File: src/rtl/round_robin_queue_with_expedite_assert.svh
// ----------------------------------------------------------------------------
// Assertion macros for the round-robin queue with expedite
// Same-cycle and next-cycle implication checks, clocked on clk_i and
// disabled while rst_ni is low.
// ----------------------------------------------------------------------------
`ifndef ROUND_ROBIN_QUEUE_WITH_EXPEDITE_ASSERT_SVH
`define ROUND_ROBIN_QUEUE_WITH_EXPEDITE_ASSERT_SVH

// check that cons holds in the cycle where ante holds
`define RRQE_ASSERT_NOW(lbl, ante, cons, msg) \
  lbl: assert property (@(posedge clk_i) disable iff (!rst_ni) (ante) |-> (cons)) \
    else $error(msg);

// check that cons holds in the cycle after ante holds
`define RRQE_ASSERT_NEXT(lbl, ante, cons, msg) \
  lbl: assert property (@(posedge clk_i) disable iff (!rst_ni) (ante) |=> (cons)) \
    else $error(msg);

`endif

File: src/rtl/rrqe_pkg.sv
// ----------------------------------------------------------------------------
// rrqe_pkg
// Shared constants, codes and types of the round-robin queue with expedite.
// ----------------------------------------------------------------------------
`timescale 1ns / 1ps
`default_nettype none

package rrqe_pkg;

  // field widths on the ports
  localparam int unsigned IdFieldW = 32;
  localparam int unsigned CfgW     = 7;

  // defaults of the top-level parameters
  localparam int unsigned DefCapacity = 64;
  localparam int unsigned DefIdWidth  = 32;

  // item mode codes
  localparam logic MODE_SERVE    = 1'b0;
  localparam logic MODE_EXPEDITE = 1'b1;

  // result status codes
  localparam logic STATUS_SERVED   = 1'b0;
  localparam logic STATUS_REJECTED = 1'b1;

  // sequencer states
  typedef enum logic [1:0] {
    ST_IDLE,
    ST_EXEC,
    ST_APPLY
  } state_e;

  // command broadcast to every cell of the chain
  typedef enum logic [2:0] {
    OP_HOLD,
    OP_LOAD,
    OP_SERVE,
    OP_MATCH,
    OP_APPLY
  } cell_op_e;

endpackage

`default_nettype wire

File: src/rtl/rrqe_cell.sv
// ----------------------------------------------------------------------------
// rrqe_cell
// One list slot: holds an ID, compares it against a broadcast ID and takes
// its left or right neighbor's ID when the list rotates or shifts.
// ----------------------------------------------------------------------------
`timescale 1ns / 1ps
`default_nettype none

module rrqe_cell #(
  parameter int unsigned IDX      = 0,
  parameter int unsigned ID_WIDTH = 32,
  parameter int unsigned CNT_W    = 7
) (
  input  wire logic                 clk_i,
  input  wire logic                 rst_ni,
  input  wire rrqe_pkg::cell_op_e   op_i,
  input  wire logic [CNT_W-1:0]     count_i,
  input  wire logic [CNT_W-1:0]     pos_i,
  input  wire logic [ID_WIDTH-1:0]  id_i,
  input  wire logic [ID_WIDTH-1:0]  left_i,
  input  wire logic [ID_WIDTH-1:0]  right_i,
  input  wire logic [ID_WIDTH-1:0]  front_i,
  output logic      [ID_WIDTH-1:0]  value_o,
  output logic                      match_o
);
  import rrqe_pkg::*;

  localparam logic [CNT_W-1:0]    MyIdx   = CNT_W'(IDX);
  localparam logic [CNT_W-1:0]    MyNext  = CNT_W'(IDX + 1);
  localparam logic [ID_WIDTH-1:0] LoadId  = ID_WIDTH'(IDX + 1);

  logic [ID_WIDTH-1:0] value_q, value_d;
  logic                match_q, match_d;

  // select the next slot content from the broadcast command
  always_comb begin
    value_d = value_q;
    match_d = match_q;
    case (op_i)
      OP_LOAD: begin
        value_d = LoadId;
      end
      OP_SERVE: begin
        // rotate: take right neighbor, last valid slot takes the front ID
        if (MyNext < count_i) begin
          value_d = right_i;
        end else if (MyNext == count_i) begin
          value_d = front_i;
        end
      end
      OP_MATCH: begin
        match_d = (value_q == id_i) && (MyIdx < count_i);
      end
      OP_APPLY: begin
        // front slot takes the expedited ID, slots up to pos shift back
        if (IDX == 0) begin
          value_d = id_i;
        end else if (MyIdx <= pos_i) begin
          value_d = left_i;
        end
      end
      default: begin
        value_d = value_q;
      end
    endcase
  end

  // hold slot content and compare flag
  always_ff @(posedge clk_i or negedge rst_ni) begin
    if (!rst_ni) begin
      value_q <= LoadId;
      match_q <= 1'b0;
    end else begin
      value_q <= value_d;
      match_q <= match_d;
    end
  end

  assign value_o = value_q;
  assign match_o = match_q;

endmodule

`default_nettype wire
File: config.mk
export PLATFORM = sky130hd
export DESIGN_NAME = rrqe_cell
export DESIGN_NICKNAME = d
export VERILOG_FILES = /design/src/rtl/round_robin_queue_with_expedite_assert.svh /design/src/rtl/rrqe_pkg.sv /design/src/rtl/rrqe_cell.sv
export SDC_FILE = /design/constraint.sdc
export NUM_CORES = 1
export LEC_CHECK = 0
export BUFFER_PORTS_ARGS = -buffer_cell sky130_fd_sc_hd__buf_4
export CAP_MARGIN = 30
export CORE_ASPECT_RATIO = 1.1
export CORE_MARGIN = 2
export CORE_UTILIZATION = 40
export CTS_CLUSTER_DIAMETER = 40
export DETAILED_ROUTE_END_ITERATION = 8
export GPL_ROUTABILITY_DRIVEN = 0
export GPL_TIMING_DRIVEN = 1
export PLACE_DENSITY = 0.8
export SYNTH_ARGS = -nofsm -noshare
export SYNTH_HDL_FRONTEND = slang
export SYNTH_SLANG_ARGS = --single-unit
File: constraint.sdc
create_clock -name clk_i -period 3 [get_ports clk_i]
set_clock_uncertainty 0.05 [all_clocks]
set_input_delay 0.3 -clock clk_i [delete_from_list [all_inputs] [get_ports clk_i]]
set_output_delay 0.3 -clock clk_i [all_outputs]
set_load 0.05 [all_outputs]
# [Word level (Yosys, flattened, before mapping)]
# Cells that the tools add are included.
[classes] n_mux=3 n_eq_ne=7 reduce_logical=3 order_cmp=2 n_bitwise=0 n_addsub=0 mul=0 div_mod_pow=0 n_shift=0
[op_table] op="$pmux 32 s3" n=1
[op_table] op="$mux 32" n=2
[op_table] op="$eq 32x32->1" n=1
[op_table] op="$lt 1x7->1 const A" n=2
[op_table] op="$eq 1x7->1 const A" n=1
[op_table] op="$eq 3x2->1 const B" n=2
[op_table] op="$eq 3x1->1 const B" n=1
[op_table] op="$eq 3x3->1 const B" n=1
[op_table] op="$ne 3x3->1 const B" n=1
[op_table] op="$reduce_bool 3->1" n=1
[op_table] op="$reduce_and 2->1" n=1
[op_table] op="$logic_and 1x1->1" n=1
[word_totals] inputBits=147 out_inout_bits=33 mem_bits_rw=0 register_bits=33 mem_bits_ro=0 latchBits=0 n_memories=0 wordCells=17

# [Longest topological paths before layout]
# Gate-level depths: netlist (run 1).
[logic_depth] word_depth=4 depth_mapped=7 depth_no_buf=4

# [Worst setup path after synthesis (run 1)]
# Ideal clock, no wire load.
[synth_path] kind="in2reg" start="input port op_i[2]" end="register value_q[10] (netlist: value_o[10])" arrival_time_ps=1470 path_slack_ps=1359 n_path_buf=2 setup_time_ps=121 t_required_ps=2829 stages=6 path_cell_list="nor3b_2 or2_2 or2_1 buf_4 buf_6 o22a_1"
[synth_between] elab_chain_cells=3 word_cells_on_any_way=7 cone_classes="eq/ne (4); mux (1); reduce/logical (2)"
[synth_rtl] element="from (decl)" line="rrqe_cell.sv:16" text="input wire rrqe_pkg::cell_op_e op_i,"
[synth_rtl] element="$eq 3x2->1 (tied with other cells)" line="rrqe_cell.sv:39" text="case (op_i)"
[synth_rtl] element="$ne 3x3->1 (no source line) / $reduce_bool 3->1 (equally long branches)"
[synth_rtl] element="$reduce_and 2->1 (no source line)"
[synth_rtl] element="to (signal assigned)" line="rrqe_cell.sv:71" text="value_q <= LoadId;"
[synth_rtl] element="to (signal assigned)" line="rrqe_cell.sv:74" text="value_q <= value_d;"
[synth_rtl] element="to (decl)" line="rrqe_cell.sv:32" text="logic [ID_WIDTH-1:0] value_q, value_d;"
# Parallel ways exist; a longest one is shown, timed or not.
# A chain may end at the register's enable or synchronous reset.

# [Worst setup path in the final report (run 1)]
[layout_path] start="input port count_i[6]" end="register value_q[2] (netlist: value_o[2])"
[layout_between] elab_chain_cells=3 word_cells_on_any_way=6 cone_classes="order compare (1); eq/ne (2); mux (2); reduce/logical (1)"
[layout_rtl] element="from (decl)" line="rrqe_cell.sv:17" text="input wire logic [CNT_W-1:0] count_i,"
[layout_rtl] element="$lt 1x7->1 / $eq 1x7->1 (equally long branches)" line="rrqe_cell.sv:45, rrqe_cell.sv:47"
[layout_rtl] element="$mux 32 / $ne 3x3->1 (equally long branches)"
[layout_rtl] element="$pmux 32 s3 / $reduce_and 2->1 (equally long branches)"
# Parallel ways exist; a longest one is shown, timed or not.

==> results.yml, run 1 <==
outcome:
  run_status: "complete, no violations"
power:
  sw_frac_of_total_pct: 42.2
  powerDensity_nw_per_um2: 476
  clkPwrFrac_pct: 18.5
  internal-power_mw: 1.01
  ir_drop_mv: 0.307
  p_seq_share_pct: 34.5
  switching_power_uw: 735
  leakagePower_nw: 1.60
  combPwrFrac_pct: 47.0
worst_setup_path:
  worstPathMaxFanout: 31
  setup.worst_path.start_class: "primary input"
  arrival_ns: 2.05
  worst-path-buf-inv: 1
  path_delay_family: "simple AND/OR/NAND/NOR gates"
  crit_path_end_kind: "register"
  critPathLaunch: "count_i[6]"
  crit_required_ns: 3.11
  slowest_delay_ns: 0.98
  slowest_stage: "or4_1"
  path_class: "in -> reg"
  reg2reg_from: "value_o[15]$_DFFE_PN0P_"
  cp_cell_sequence: "buf_4 -> or4_1 -> o21ai_0 -> a21oi_1 -> o22a_1"
finish:
  final_util_pct: 60.2
  diodes: 0
  final_layout_size_suffix_gt1_share_pct: 36.2
  fin_nets: 585
  area_delta_synth_final_pct: 47.8
placed_design:
  dpl.hpwl_um: 6290
  portBuffers: 140
cts:
  cts.sinks: 33
  cts_root_buf: "clkbuf_8"
  worstSkewPairLatency_ns: 0.28
  clk_pin_slew_ns: 0.06
  tritoncts: "yes"
  cts_buffers: 5
  htreeDepth: 2
  cts_resized: 0
  clockBufferDepth: 2
synth:
  synth-seq-cells: 33
  syn_avg_cell_area_um2: 7.94
  synthesis.nets: 459
  synth_top_cell_by_area: "dfrtp_1"
  yosys_warnings: 0
  synth_enable_flop_cells: 0
  syn-cell-area_um2: 2480
  yosysUniqueCellTypes: 33
  async_flop_share_pct: 100
  synth.yosys.seq_area_share_pct: 33.4
  synth_ff_type: "dfrtp_1"
  synth_cells: 312
  ys_top_cells_by_area: "dfrtp_1, o21ai_0, o22a_1"
  synth_top_area_share_pct: 32.3
global_routing:
  grt_pass1_vias: 2817
  grt_max_degree: 34
  grt.total_usage_pct: 25.7
  grt_overflow: 0
  antenna_found_initial: 0
  grt_pass1_wl_um: 13700
sta:
  tns_ns: 0
  min_period_ns: 1.94
  hold_violations: 0
  whs_ns: 0.296
  fmax_mhz: 516
  slew_violations: 0
  setup_viol: 0
  rsz0062_at_grt: "false"
  slew_headroom_pct: 34.4
  fin_crit_sh_pct: 64.6
  tightestPinTransition_ns: 0.984
route:
  drt-initial-drc-count: 176
  drt-met1-wl_um: 3560
  drt-total-wl_um: 8780
  vias_per_cell: 5.50
  vias: 2853
  drtAntennaViolNets: 0
  wl_met2_um: 4540
  drc: 0
  first_pass_iters: 4
  highest_layer: "met4"
  wl_met3_um: 530
  wire_per_inst_um: 16.9
floorplan:
  initial_core_util_pct: 40.7
  dieArea_um2: 6840
  die_w_um: 79.0
  design.core.area_um2: 6080
  io_pins: 180
  die_y_um: 86.5
  rows: 30
min_path:
  holdCritStartpoint: "id_i[18]"
  hp-class: "in -> reg"
run:
  maxCapViolCount: 0
## worst reg2reg max path, stage by stage (launching register included)
cell and delay (ns):
dfrtp_1 0.40, xor2_1 0.15, nor4_1 0.35, o2111ai_1 0.20, o31ai_1 0.27
## synthesized netlist by cell type (all sizes together), types with 2 or more instances
master / number
buf: 8
o22a: 31
nand3: 32
o21ai: 63
nand2: 33
a21oi: 32
nor3b: 2
nor4: 8
or2: 3
xnor2: 2
xor2: 30
nor3: 2
clkbuf: 21
dfrtp: 32
## power groups by stage
stage / Sequential, mW / Clock, mW / Combinational [mW]
floorplan: 0.869 / 0 / 0.224
global placement: 0.604 / 0 / 0.799
detailed placement: 0.609 / 0 / 0.820
CTS: 0.601 / 0.327 / 0.823
global route: 0.610 / 0.347 / 0.867
finish: 0.601 / 0.323 / 0.819
## state kept, by name, summed over array words and instances, names as in the netlist
signal and flops:
value_o 32, match_o 1
## cell families after synthesis
kind of cell	after synthesis	synth area share (%)
DFF	33	33.4
buffers and inverters	30	5.81
and+or+nand+nor	87	17.9
xor gates and xnor gates	32	11.3
AOI/OAI and AO/OA	130	31.5
## worst paths after layout
kind,slack [ns],endpoint,cells after the start
max in group asynchronous,2.09,value_o[0]$_DFFE_PN1P_,2
min reg2reg,0.45,match_o$_DFFE_PN0N_,2
min in group asynchronous,0.47,value_o[3]$_DFFE_PN0P_,2
max,1.06,value_o[2]$_DFFE_PN0P_,5
max reg2reg,1.49,match_o$_DFFE_PN0N_,4
min,0.30,value_o[18]$_DFFE_PN0P_,4
## what timing repair did
action | 4_1_cts | 5_1_grt
endpoints found under the hold margin | 32 | 0
hold buffers | 1 | 0
endpoints found under the setup margin | 0 | 0
setup buffers | 0 | 0
## metal layers
layer	vias up	GRT usage, %
li1	1386	-
met1	1346	32.1
met2	108	45.5
met3	13	5.21
met4	0	6.58
met5	-	0
## layout make-up
type	instances	area [um^2]
Fill cell	584	2420
Multi-Input combinational cell	249	1510
Timing Repair Buffer	148	1130
Sequential cell	33	827
Tap cell	80	100
Clock buffer	8	80.1
Inverter	1	3.75
## through the flow
stage,power [mW],cells,worst slack (ns),cell area (um^2)
CTS,1.75,519,1.06,3660
finish,1.74,519,1.06,3660
global route,1.82,519,0.900,3660
detailed placement,1.43,510,0.771,3570
floorplan,1.09,312,1.36,2480
global placement,1.40,509,0.610,3540
## cells in the final DEF, fill, tap and decap left out, types with 2 or more instances in the layout
cell type / n
xor2_1: 30
clkbuf_8: 5
buf_4: 146
or2_2: 2
clkbuf_1: 3
nand2_1: 33
dfrtp_1: 32
a21oi_1: 31
o21ai_0: 63
nor4_1: 7
nand3_1: 32
o22a_1: 31
xnor2_1: 2
nor3_1: 2
(Power assumes the default switching activity.)
==> inputs of run 2 (changes only) <==
- ABC_AREA: unset -> 1
- CORE_UTILIZATION: 40 -> 38
- PLACE_DENSITY: 0.8 -> 0.78
- clock period: 3 -> 1.7 ns (I/O delays scaled with it)
==> run 2 against run 1 <==
Wire length decreased by 4.7%. Critical path type unchanged. Design area is 5.7% higher. Final cell count up 26%.
==> results.yml, run 2 <==
route:
  drtAntennaViolNets: 0
  vias_per_cell: 4.85
  vias: 3168
  wire_per_inst_um: 12.8
  drt-initial-drc-count: 128
  drc: 0
  drt-total-wl_um: 8370
  first_pass_iters: 4
worst_setup_path:
  reg2reg_to: "match_o$_DFFE_PN0N_"
  path_class: "in -> reg"
  slowest_delay_ns: 0.55
  setup.worst_path.start_class: "primary input"
  crit_required_ns: 1.84
  crit_path_end_kind: "register"
  reg2reg_from: "value_o[0]$_DFFE_PN1P_"
  arrival_ns: 1.60
  slowest_stage: "inv_2"
  path_delay_family: "buffers and inverters"
  worst-path-buf-inv: 3
  rr_worst_depth: 6
  crit_top_cell: "inv_2"
  r2r_setup_slack_ns: 0.50
  cp_cell_sequence: "buf_4 -> nor3_4 -> inv_2 -> nand3_1 -> o21ai_2 -> inv_2 -> nand2_1 -> o21ai_1"
  worstPathMaxFanout: 44
synth:
  synth.yosys.seq_area_share_pct: 31.5
  synth_top_family_by_area: "simple AND/OR/NAND/NOR gates"
  synthTopCellsByCount: "nand2_1, inv_1, nor2_1"
  synthXorXnorAreaFrac_pct: 6.67
  synth_top_cell_by_area: "dfrtp_1"
  synth_top_area_share_pct: 30.5
  synth_enable_flop_cells: 0
  synth_compound_area_share_pct: 12.0
  synth-seq-cells: 33
  synthSimpleGateAreaFrac_pct: 37.7
  syn-cell-area_um2: 2630
  ys_top_cells_by_area: "dfrtp_1, nand2_1, inv_1"
  synth_cells: 433
  yosys.cell_count.top_type: "nand2_1"
  syn_avg_cell_area_um2: 6.07
  synth_fa_ha_area_share_pct: 0
  async_flop_share_pct: 100
  synth_ff_type: "dfrtp_1"
  yosys_warnings: 0
  synthesis.nets: 580
  yosysUniqueCellTypes: 21
  synthMuxAreaShare_pct: 0
floorplan:
  die_y_um: 91.2
  dieArea_um2: 7600
  initial_core_util_pct: 39.6
  design.core.area_um2: 6630
  die_w_um: 83.3
  rows: 31
  io_pins: 180
global_routing:
  grt.total_usage_pct: 21.8
  antenna_found_initial: 0
  grt_pass1_vias: 3016
  grt_max_degree: 45
  grt_pass1_wl_um: 13800
  grt_overflow: 0
finish:
  final_layout_size_suffix_gt1_share_pct: 30.8
  fill_cells: 650
  largest_register_ffs: 32
  diodes: 0
  fin_nets: 718
  final_util_pct: 58.3
  final_cell_mix: "nand2_1, buf_4, inv_1, nor2_1"
  area_delta_synth_final_pct: 47.2
  layoutNonFillerInstCount: 653
sta:
  min_period_ns: 1.46
  fin_crit_sh_pct: 86.0
  slew_headroom_pct: 49.8
  timing.final.ws_setup_ns: 0.237
  tightestPinTransition_ns: 0.752
  rsz0062_at_grt: "false"
  hold_violations: 0
  fmax_mhz: 684
  setup_viol: 0
  slew_violations: 0
outcome:
  run_status: "complete, no violations"
cts:
  cts.sinks: 33
  cts_buffers: 5
  cts_hold_buffers: 1
  tritoncts: "yes"
  cts_resized: 0
  cts_setup_buffers: 0
  cts_root_buf: "clkbuf_8"
  clk_pin_slew_ns: 0.07
  htreeDepth: 2
  worstSkewPairLatency_ns: 0.28
  clockBufferDepth: 2
placed_design:
  placedCellCount: 645
  portBuffers: 140
  pre_cts_ws_ns: -0.0527
  dpl.hpwl_um: 6230
min_path:
  hold_depth: 5
  hp-class: "in -> reg"
  hold_path_end: "value_o[23]$_DFFE_PN0P_"
  holdCritStartpoint: "front_i[23]"
power:
  powerDensity_nw_per_um2: 658
  leakagePower_nw: 2.16
  ir_drop_mv: 0.321
  total_power_mw: 2.55
run:
  maxCapViolCount: 0
-- run 2: metal layers --
metal / up-vias / part of all wire (%) / track usage, %
li1: 1622 / - / -
met1: 1419 / 42 / 27.8
met2: 119 / 49 / 37.9
met3: 8 / 7.2 / 4.36
met4: 0 / 1.1 / 4.92
met5: - / 0 / 0
-- run 2: power by group --
group,leakage (nW),internal (mW),total [mW],switching (mW)
sequential,0.443,0.864,0.935,0.0711
clock,0.0443,0.321,0.603,0.281
combinational,1.68,0.398,1.01,0.611
-- run 2: how the worst max path moves through the flow --
stage                            from                 endpoint  slack (ns)  depth (start not counted)
6_report                      op_i[2]   value_o[9]$_DFFE_PN0P_        0.24                          8
2_1_floorplan  value_o[6]$_DFFE_PN0P_      match_o$_DFFE_PN0N_        0.37                          8
4_1_cts                       op_i[2]   value_o[9]$_DFFE_PN0P_        0.25                          8
5_1_grt                       op_i[2]   value_o[3]$_DFFE_PN0P_        0.11                          8
3_3_place_gp                  op_i[2]  value_o[31]$_DFFE_PN0P_        0.05                          8
3_5_place_dp                  op_i[2]   value_o[9]$_DFFE_PN0P_       -0.05                          8
-- run 2: final cells by class --
type,count,area (um^2),share of cell area (%)
multi-input combinational,318,1480,38.2
sequential,33,827,21.4
tap,82,103,2.65
timing repair buffer,152,1140,29.6
clock buffer,7,86.3,2.23
inverter,61,229,5.92
-- run 2: cells by family after synthesis --
group	count (synthesis)
AND/OR/NAND/NOR	236
AO/OA/AOI/OAI	62
XOR/XNOR	20
flip-flops	33
buffers and inverters	82
-- run 2: metrics by stage --
step           cell area [um^2]  hold WS (ns)  TNS [ns]
6_report                   3870         0.199         0
5_1_grt                    3870         0.207         0
4_1_cts                    3870         0.193         0
3_5_place_dp               3770        0.0967   -0.0643
3_3_place_gp               3770        0.0937         0
2_1_floorplan              2630        -0.176         0
-- run 2: tightest hold or removal path, cell delays in order --
cell,delay (ns)
buf_4,0.08
nor2_1,0.03
o21ai_1,0.11
nand2_1,0.05
nand2_1,0.05
==> inputs of run 3 (changes only) <==
- CORE_UTILIZATION: 38 -> 40
- CTS_BUF_LIST: unset -> sky130_fd_sc_hd__clkbuf_8
- PLACE_DENSITY: 0.78 -> 0.79
- clock period: 1.7 -> 1.9 ns (I/O delays scaled with it)
==> run 3 against run 2 <==
Register-to-register slack improved by 0.17 ns. Worst hold slack worse by 0.017 ns. Non-clock buffer count fell by 2. Final cell count down 0.77%. Power fell by 13%. Via count grew 1.5%. Critical path type unchanged. Die area decreased by 4.8%. Critical path depth is the same. Utilization rose by 2.9 points. Global-route usage rose by 1.9 points. Wire length is 0.57% higher. Count of clock-buffer cells in the layout fell by 2.
==> results.yml, run 3 (synthesized netlist as in run 2, its figures left out) <==
outcome:
  run_status: "complete, no violations"
sta:
  setup_viol: 0
  tns_ns: 0
  tightestPinTransition_ns: 0.775
  hold_violations: 0
  slew_violations: 0
  min_period_ns: 1.46
  fmax_mhz: 684
  slew_headroom_pct: 48.3
  rsz0062_at_grt: "false"
  fin_crit_sh_pct: 76.9
global_routing:
  grt_max_degree: 45
  antenna_found_initial: 0
  grt_overflow: 0
  grt_pass1_vias: 3096
  grt.total_usage_pct: 23.7
  grt_pass1_wl_um: 13500
finish:
  fill_cells: 620
  layout_commonest_cell: "nand2_1"
  area_delta_synth_final_pct: 46.0
  seqCellArea_um2: 827
  layoutNonFillerInstCount: 648
  fin_nets: 716
  largest_register_ffs: 32
  final_cell_mix: "nand2_1, buf_4, inv_1, nor2_1"
  diodes: 0
  multi_input_area_um2: 1480
  final_layout_size_suffix_gt1_share_pct: 30.6
floorplan:
  io_pins: 180
  die_w_um: 81.3
  design.core.area_um2: 6270
  dieArea_um2: 7230
  rows: 30
  die_y_um: 89.0
  initial_core_util_pct: 41.9
cts:
  cts.sinks: 33
  clk_pin_slew_ns: 0.07
  clockBufferDepth: 2
  cts_buffers: 5
  worstSkewPairLatency_ns: 0.28
  htreeDepth: 2
  cts_root_buf: "clkbuf_8"
  cts_resized: 0
  tritoncts: "yes"
worst_setup_path:
  reg2reg_to: "match_o$_DFFE_PN0N_"
  cp_num_cells: 8
  arrival_ns: 1.60
  crit_path_end_kind: "register"
  slowest_delay_ns: 0.57
  slowest_stage: "inv_2"
  path_delay_family: "buffers and inverters"
  worst-path-buf-inv: 3
  crit_path_end: "value_o[15]$_DFFE_PN0P_"
  path_class: "in -> reg"
  crit_top_cell: "inv_2"
  crit_required_ns: 2.04
  critPathLaunch: "op_i[2]"
  reg2reg_from: "value_o[0]$_DFFE_PN1P_"
  cp_cell_sequence: "buf_4 -> nor3_4 -> inv_2 -> nand3_1 -> o21ai_2 -> inv_2 -> nand2_1 -> o21ai_1"
  r2r_setup_slack_ns: 0.67
  rr_worst_depth: 6
  setup.worst_path.start_class: "primary input"
  worstPathMaxFanout: 44
route:
  drt-total-wl_um: 8420
  drc: 0
  first_pass_iters: 5
  drt-initial-drc-count: 160
  wire_per_inst_um: 13.0
  vias: 3217
  vias_per_cell: 4.96
  drtAntennaViolNets: 0
power:
  leakagePower_nw: 2.15
  ir_drop_mv: 0.285
  powerDensity_nw_per_um2: 580
  total_power_mw: 2.22
placed_design:
  dpl.hpwl_um: 6210
  placedCellCount: 641
  portBuffers: 140
run:
  maxCapViolCount: 0
min_path:
  hp-class: "in -> reg"
-- run 3: changes by cell type in the layout (fill, tap and decap cells not counted) --
cell / before / now
buf_4: 151 / 149
clkbuf_1: 1 / 0
clkbuf_8: 6 / 5
clkinv_2: 0 / 1
-- run 3: metrics by stage --
stage                     util (%)  hold WS, ns  setup slack, ns  cell area (um^2)
after global routing          61.2        0.220            0.311              3840
final                         61.2        0.182            0.439              3840
after CTS                     61.2        0.165            0.458              3840
after floorplan                  -       -0.156            0.573              2630
after detailed placement      59.9        0.113            0.157              3750
after global placement        59.9        0.116            0.273              3750
-- run 3: layout make-up --
| cell class | instances | area share [%] |
|---|---|---|
| Timing Repair Buffer | 150 | 29.4 |
| Multi-Input combinational cell | 318 | 38.5 |
| Sequential cell | 33 | 21.6 |
| Inverter | 61 | 5.97 |
| Clock inverter | 1 | 0.130 |
| Clock buffer | 5 | 1.79 |
| Tap cell | 80 | 2.61 |
-- run 3: worst min path at each step --
stage,from,end,slack (ns),depth (start not counted)
after floorplan,rst_ni,match_o$_DFFE_PN0N_,-0.16,0
after global placement,rst_ni,value_o[5]$_DFFE_PN0P_,0.12,1
after detailed placement,rst_ni,value_o[5]$_DFFE_PN0P_,0.11,1
after CTS,op_i[2],match_o$_DFFE_PN0N_,0.17,3
after global routing,op_i[2],match_o$_DFFE_PN0N_,0.22,3
final,op_i[2],match_o$_DFFE_PN0N_,0.18,3
-- run 3: routing by layer --
metal	vias to the layer above	share of wire (%)	GRT usage, %
met3	6	7.2	4.24
met2	135	50	42.6
met5	-	0	0
li1	1615	-	-
met1	1461	42	29.2
met4	0	0.75	5.86
-- run 3: power breakdown --
group,internal (mW),switching [mW],leakage (nW),total (mW)
clock network,0.241,0.244,0.0399,0.485
logic,0.354,0.548,1.66,0.902
registers,0.773,0.0646,0.443,0.838
-- run 3: timing repair --
action,in CTS,in global routing
buffers inserted,0,0
hold buffers,1,0
hold endpoints to repair,32,0
-- run 3: worst min-delay path, cell delays in order --
cell     delay, ns
buf_4         0.13
o21ai_0       0.10
nand2_1       0.06
